--- config.mk ---
export PLATFORM = sky130hd
export DESIGN_NAME = fct_ctrl
export DESIGN_NICKNAME = d
export VERILOG_FILES = /design/src/rtl/core/fct_pkg.sv /design/src/rtl/core/fct_ctrl.sv
export VERILOG_INCLUDE_DIRS = /design/src /design/src/rtl/core
export SDC_FILE = /design/constraint.sdc
export NUM_CORES = 1
export LEC_CHECK = 0
export ABC_AREA = 1
export BUFFER_PORTS_ARGS = -buffer_cell sky130_fd_sc_hd__buf_2
export CAP_MARGIN = 20
export CORE_AREA = 5 5 42 44
export CTS_BUF_LIST = sky130_fd_sc_hd__clkbuf_4
export CTS_CLUSTER_DIAMETER = 150
export CTS_CLUSTER_SIZE = 25
export DETAILED_ROUTE_END_ITERATION = 6
export DIE_AREA = 0 0 47 49
export GPL_ROUTABILITY_DRIVEN = 0
export PLACE_DENSITY = 0.62
export SLEW_MARGIN = 20
export SYNTH_ARGS = -nofsm -noshare
export SYNTH_HDL_FRONTEND = slang
export SYNTH_SLANG_ARGS = --single-unit
--- constraint.sdc ---
create_clock -name clk -period 2 [get_ports clk]
set_input_delay 0 -clock clk [delete_from_list [all_inputs] [get_ports clk]]
set_output_delay 0 -clock clk [all_outputs]
set_load 0.02 [all_outputs]
--- src/rtl/core/frustum_cull_test_core_assert.svh ---
// Assertion macros used by the frustum test core controller.
`ifndef FRUSTUM_CULL_TEST_CORE_ASSERT_SVH
`define FRUSTUM_CULL_TEST_CORE_ASSERT_SVH

// Checked on every clock edge outside reset; expects clk and rst_n in scope.
`define FCT_ASSERT(lbl, prop, msg) \
  lbl: assert property (@(posedge clk) disable iff (!rst_n) prop) else $error(msg);

// Checked on every clock edge, reset included; expects clk in scope.
`define FCT_ASSERT_ALWAYS(lbl, prop, msg) \
  lbl: assert property (@(posedge clk) prop) else $error(msg);

`endif

--- src/rtl/core/fct_pkg.sv ---
// Package with the shared constants, types and codes of the frustum test core.
`default_nettype none
package fct_pkg;

  // Geometry and fixed point format.
  localparam int NUM_PLANES    = 6;
  localparam int FRACTION_BITS = 16;

  // Field and datapath widths.
  localparam int CW     = 32;
  localparam int PIDX_W = (NUM_PLANES > 1) ? $clog2(NUM_PLANES) : 1;
  localparam int PW     = 2 * CW;
  localparam int OEW    = CW + FRACTION_BITS + 1;
  localparam int SW     = PW + 1;
  localparam int TW     = PW + 2;

  // Stream widths.
  localparam int IN_TDATA_W  = 232;
  localparam int IN_TUSER_W  = 2;
  localparam int OUT_TDATA_W = 8;

  // Item kinds carried on the input tuser.
  typedef enum logic [1:0] {
    ACT_LOAD   = 2'd0,
    ACT_POINT  = 2'd1,
    ACT_SPHERE = 2'd2,
    ACT_BOX    = 2'd3
  } fct_action_t;

  // Commands from the controller to the datapath.
  typedef struct packed {
    logic              accept;
    logic              issue;
    logic [PIDX_W-1:0] plane;
    logic              publish;
  } fct_cmd_t;

  // Status from the datapath to the controller.
  typedef struct packed {
    logic busy;
  } fct_sts_t;

endpackage
`default_nettype wire

--- src/rtl/core/fct_ctrl.sv ---
// Controller state machine: item acceptance, plane sequencing and result hand-off.
`default_nettype none
`include "frustum_cull_test_core_assert.svh"
module fct_ctrl
  import fct_pkg::*;
(
  input  wire logic                  clk,
  input  wire logic                  rst_n,
  input  wire logic                  in_tvalid,
  output logic                       in_tready,
  input  wire logic [IN_TUSER_W-1:0] in_tuser,
  output logic                       out_tvalid,
  input  wire logic                  out_tready,
  input  wire fct_sts_t              sts,
  output fct_cmd_t                   cmd
);

  typedef enum logic [2:0] {
    S_IDLE  = 3'b001,
    S_ISSUE = 3'b010,
    S_DRAIN = 3'b100
  } state_t;

  localparam logic [PIDX_W-1:0] LAST_PLANE = PIDX_W'(NUM_PLANES - 1);

  state_t            state_r, state_nxt;
  logic [PIDX_W-1:0] cnt_r, cnt_nxt;
  logic              out_tvalid_r, out_tvalid_nxt;
  logic              acc;
  logic              slot_free;

  assign in_tready  = (state_r == S_IDLE);
  assign acc        = in_tvalid && in_tready;
  assign slot_free  = !out_tvalid_r || out_tready;
  assign out_tvalid = out_tvalid_r;

  // Next state and commands.
  always_comb begin
    state_nxt   = state_r;
    cnt_nxt     = cnt_r;
    cmd.accept  = acc;
    cmd.issue   = 1'b0;
    cmd.plane   = cnt_r;
    cmd.publish = 1'b0;
    case (state_r)
      S_IDLE: begin
        if (acc && (fct_action_t'(in_tuser) != ACT_LOAD)) begin
          state_nxt = S_ISSUE;
          cnt_nxt   = '0;
        end
      end
      S_ISSUE: begin
        cmd.issue = 1'b1;
        if (cnt_r == LAST_PLANE) begin
          state_nxt = S_DRAIN;
        end else begin
          cnt_nxt = cnt_r + PIDX_W'(1);
        end
      end
      S_DRAIN: begin
        if (!sts.busy && slot_free) begin
          cmd.publish = 1'b1;
          state_nxt   = S_IDLE;
        end
      end
      default: begin
        state_nxt = S_IDLE;
      end
    endcase
  end

  // Output valid: set by a publish, cleared when the item is taken.
  always_comb begin
    out_tvalid_nxt = out_tvalid_r;
    if (cmd.publish) begin
      out_tvalid_nxt = 1'b1;
    end else if (out_tready) begin
      out_tvalid_nxt = 1'b0;
    end
  end

  always_ff @(posedge clk) begin
    if (!rst_n) begin
      state_r      <= S_IDLE;
      cnt_r        <= '0;
      out_tvalid_r <= 1'b0;
    end else begin
      state_r      <= state_nxt;
      cnt_r        <= cnt_nxt;
      out_tvalid_r <= out_tvalid_nxt;
    end
  end

  `FCT_ASSERT_ALWAYS(a_reset_idle, !rst_n |=> (state_r == S_IDLE) && !out_tvalid_r, "reset did not return the controller to idle")
  `FCT_ASSERT(a_test_starts, (acc && (fct_action_t'(in_tuser) != ACT_LOAD)) |=> (state_r == S_ISSUE) && (cnt_r == '0), "test item did not start plane issue")
  `FCT_ASSERT(a_issue_ends, (state_r == S_ISSUE) && (cnt_r == LAST_PLANE) |=> (state_r == S_DRAIN), "plane issue did not stop after the last plane")
  `FCT_ASSERT(a_publish_free, cmd.publish |-> !sts.busy && slot_free, "result published over a pending item or a busy pipeline")

endmodule
`default_nettype wire

Word-level counts from Yosys, hierarchy flattened
Cells that the tools add are included.
- memory bits (read-only): 0
- register bits after elaboration: 7
- bits of input ports: 7
- memories: 0
- latch bits: 0
- RAM bits: 0
- word-level logic and storage cells: 35
- output and inout port bits: 8
- multiplexer cells: 12
- shift-type cells: 0
- add/subtract/negate cells: 1
- div/mod/pow operators: 0
- bitwise logic cells: 0
- $mul: 0
- reductions and logical operators: 11
- equal/unequal tests: 8
- magnitude comparators: 0
- operators with widths (kind ; number):
    $mux W3 ; 5
    $pmux W3 S3 ; 1
    $eq A3 B3 Y1 const B ; 2
    $ne A2 B2 Y1 const B ; 3
    $pmux W3 S2 ; 1
    $reduce_and A3 Y1 ; 2
    $reduce_bool A2 Y1 ; 3
    $mux W1 ; 5
    $add A3 B1 Y3 const B ; 1
    $eq A3 B1 Y1 const B ; 1
    $eq A3 B2 Y1 const B ; 1
    $logic_and A1 B1 Y1 ; 3
    $logic_not A1 Y1 ; 2
    $ne A2 B1 Y1 const B ; 1
    $logic_or A1 B1 Y1 ; 1

Logic depth before layout (Yosys ltp)
- word-level depth: 6
- mapped depth: 8
- mapped depth without buffers: 8

Least setup slack after synthesis
OpenSTA, ideal clock, no wires.
- path kind: register -> register
- from: register cnt_r[1]
- to: register cnt_r[1]
- data arrival time: 1165 ps
- path slack: 765 ps
- clock period less this slack: 1235 ps
- cell stages (with the launch flop): 7
- data required time: 1930 ps
- setup time: 70 ps
- path buffers: 0
- path through: dfxtp_1 inv_1 ha_1 nand2_1 nand2_4 or2_0 a21oi_1
- cells in the longest elaborated chain, start to end: 3
- elaborated cells between the ends (all ways): 6
- classes of those cells: 1 x add/sub; 2 x eq/ne; 2 x mux; 1 x reduce/logical
- ends and longest elaborated chain (what ; line ; text):
    from (decl) ; fct_ctrl.sv:27 ; logic [PIDX_W-1:0] cnt_r, cnt_nxt;
    from (signal assigned) ; fct_ctrl.sv:89 ; cnt_r <= cnt_nxt;
    $add A3 B1 Y3 or $eq A3 B3 Y1 (tied branches) ; fct_ctrl.sv:57, fct_ctrl.sv:54 ;
    $mux W3 or $ne A2 B2 Y1 (tied branches) ; n/a ;
    $pmux W3 S2 or $reduce_and A3 Y1 (tied branches) ; n/a ;
Parallel ways exist; a longest one is shown, timed or not. The select of a mux whose other input is x is not followed.
A chain may end at the register's enable or synchronous reset.

Final worst setup path
Same ends and word-level chain as after synthesis.

==> results by group <==
Outcome
  • Status: finished clean

Finish
  • Commonest non-fill, non-tap cell in the layout: buf_2
  • Core Util, Final: 36.9%
  • Fill cells: 160
  • Layout cell share with drive strength beyond 1: a little under a third
  • ANT cells: 0
  • Most frequent cells in the layout: buf_2, inv_1, nand2_1, nor2_1, dfxtp_1
  • Synth-to-layout area growth: 26.3%
  • Multi-input logic area: approximately 200 sq um
  • Total area of sequential cells: 140 sq um
  • Design area: approximately 520 sq um
  • Post-layout nets: 86

Power
  • Overall power: about 0.36 mW
  • Sw Share: 27.5%
  • Clk pwr share: 39.6%
  • P_sw: 0.0984 mW
  • Worst VDD drop: 0.000403 V
  • Logic pwr share: 18.0%
  • Leakage: 0.270 nW
  • PwrDens: 692 nW/um^2
  • Internal power: 0.259 mW
  • Sequential Power Share: between 40 and 50%

Clock network
  • Cts bufs inserted: 3
  • CTS resizes: 0
  • Clock latency on the worst-skew pair: around 250 ps
  • Clock sink count: 7
  • CTS tree: done
  • Clock slew at reported path FFs: roughly 50 ps
  • CTS Root Cell: clkbuf_4
  • H-tree depth: 1
  • CTS max path bufs: 2

Logic synthesis
  • Synthesized cell area: 409 sq um
  • Sequential fraction of the synthesis area: 34.3%
  • Synth warn: 0
  • Synth Area per Inst: 6.82 sq um
  • Mapped Cells: 60
  • Cell variety after synth: 18
  • Yosys reg bits: 7
  • Syn Nets: 69

Critical path
  • Crit. End Element: flop
  • WP data arrival: 1360 ps
  • Worst Setup Path Type: reg -> reg
  • Critical R2R Capture: cnt_r[1]$_SDFFE_PN0P_
  • Worst-path maximum fanout: 6
  • Start point of the critical path: cnt_r[1]$_SDFFE_PN0P_
  • Worst Setup Start Kind: flop
  • Crit path to: cnt_r[1]$_SDFFE_PN0P_
  • Critical Path RT: 2180 ps
  • Reg2reg path depth: 6
  • Worst R2R Start: cnt_r[1]$_SDFFE_PN0P_
  • Flop2flop setup slack: slightly above 800 ps

Timing
  • Slew Viols, Final: 0
  • Final period utilization: 58.6%
  • Final setup vio count: 0
  • Minimum clock period: 1170 ps
  • Max Fclk: 854 MHz
  • Total Neg Setup Slack: 0 ps
  • Final Hold Viols: 0
  • RSZ-0062 raised after global routing: no
  • Hold Slack: 68.9 ps
  • Worst Skew: around 3.2 ps
  • Rel. slew slack: 85.5%
  • Measured slew at the worst slew-check pin: about 220 ps

Job
  • Max Cap Viol: 0

Routing
  • WL/cell: 8.90 microns
  • Vias post-DR: about 400
  • Via/cell ratio: between 4 and 5
  • Initial drt markers: 14
  • DRC: 0
  • Pre-antenna DRT Iters: 4
  • Antenna-violating nets left: 0
  • Total Wirelength: 819 microns

Die
  • Chip height: 49 microns
  • Initial core utilization: 29.2%
  • Die X: 47 microns
  • IO Pins: 15
  • Die area: 2300 sq um
  • Core Region: between 1000 and 1500 sq um
  • Std cell rows: 14

Global route
  • Vias in the first global route: 345
  • Largest net degree at the start of global routing: 7
  • Tot GR Track Use: slightly above 9%
  • First-pass GRT wire length: roughly 1500 microns
  • Initial antenna violation count: 0
  • Gr ovfl total: 0

Place
  • DP Area: 477 sq um
  • Detailed Place HPWL: 669 microns
  • # port buffers: 14

Hold path
  • HP Class: in -> reg
-- synth_stat cells (all sizes together) --
| cell | number | share of area (%) |
|---|---|---|
| nor3 | 2 | 2.4 |
| o21ai | 1 | 1.2 |
| inv | 12 | 11 |
| nor4 | 1 | 1.5 |
| nand3 | 5 | 7.3 |
| nor2 | 8 | 8.0 |
| buf | 3 | 5.5 |
| dfxtp | 7 | 34 |
| nand2 | 12 | 13 |
| ha | 2 | 6.1 |
| or2 | 2 | 3.1 |
| a21oi | 5 | 6.1 |
-- repair_timing --
item                      4_1_cts  5_1_grt
hold endpoints to repair        2        0
buffers inserted                0        0
hold buffers                    1        0
-- through the flow --
stage                     instances  setup WS [ps]
after floorplan                  60            765
after global placement           87            890
after detailed placement         87            827
after CTS                        92            808
after global routing             92            685
final                            92            828
-- sequential cells by signal, summed over array words and instances, names as in the netlist --
name        cells
cnt_r           3
state_r         3
out_tvalid      1
-- routing by layer --
| layer | share of wire (%) | GRT usage (%) | wire (microns) | vias up |
|---|---|---|---|---|
| li1 | - | - | - | 213 |
| met1 | 44 | 9.96 | 357 | 167 |
| met2 | 43 | 12.7 | 354 | 12 |
| met3 | 11 | 5.90 | 87 | 4 |
| met4 | 2.4 | 5.53 | 20 | 0 |
| met5 | 0 | 0 | 0 | - |
-- worst max-delay path, stage by stage, from the launching register on --
cell and delay, ps:
dfxtp_1 360, inv_1 60, ha_1 170, nand2_1 120, nand2_4 80, or2_0 190, a21oi_1 120
-- worst min path at each step --
| stage | endpoint | start | cells past startpoint |
|---|---|---|---|
| floorplan | state_r[0]$_SDFFE_PN1P_ | rst_n | 1 |
| global placement | state_r[0]$_SDFFE_PN1P_ | rst_n | 2 |
| detailed placement | state_r[0]$_SDFFE_PN1P_ | rst_n | 2 |
| CTS | out_tvalid$_SDFFE_PN0P_ | sts | 4 |
| global route | out_tvalid$_SDFFE_PN0P_ | sts | 4 |
| finish | out_tvalid$_SDFFE_PN0P_ | sts | 4 |
-- cells by family (layout without fill, tap and decap cells) --
kind of cell               Yosys count  after routing  synth area share (%)
adders and majority gates            2              2                  6.12
DFF                                  7              7                  34.2
buffers and inverters               15             31                  16.5
AOI/OAI and AO/OA                    6              6                  7.34
and+or+nand+nor                     30             30                  35.8
-- power by group through the flow --
| stage | Sequential [mW] | Clock, mW | Combinational, mW |
|---|---|---|---|
| 6_report | 0.152 | 0.142 | 0.0645 |
| 3_3_place_gp | 0.154 | 0 | 0.0629 |
| 5_1_grt | 0.153 | 0.157 | 0.0746 |
| 2_1_floorplan | 0.154 | 0 | 0.0475 |
| 3_5_place_dp | 0.155 | 0 | 0.0636 |
| 4_1_cts | 0.152 | 0.146 | 0.0653 |
-- final cells by class --
| class | instances | area share (%) |
|---|---|---|
| multi-input cells | 38 | 39.0 |
| flip-flops and latches | 7 | 27.1 |
| repair buffers | 15 | 15.5 |
| inverters | 12 | 8.72 |
| clock buffers | 4 | 5.81 |
| well taps | 16 | 3.87 |
Power figures use the tool's default switching activity.
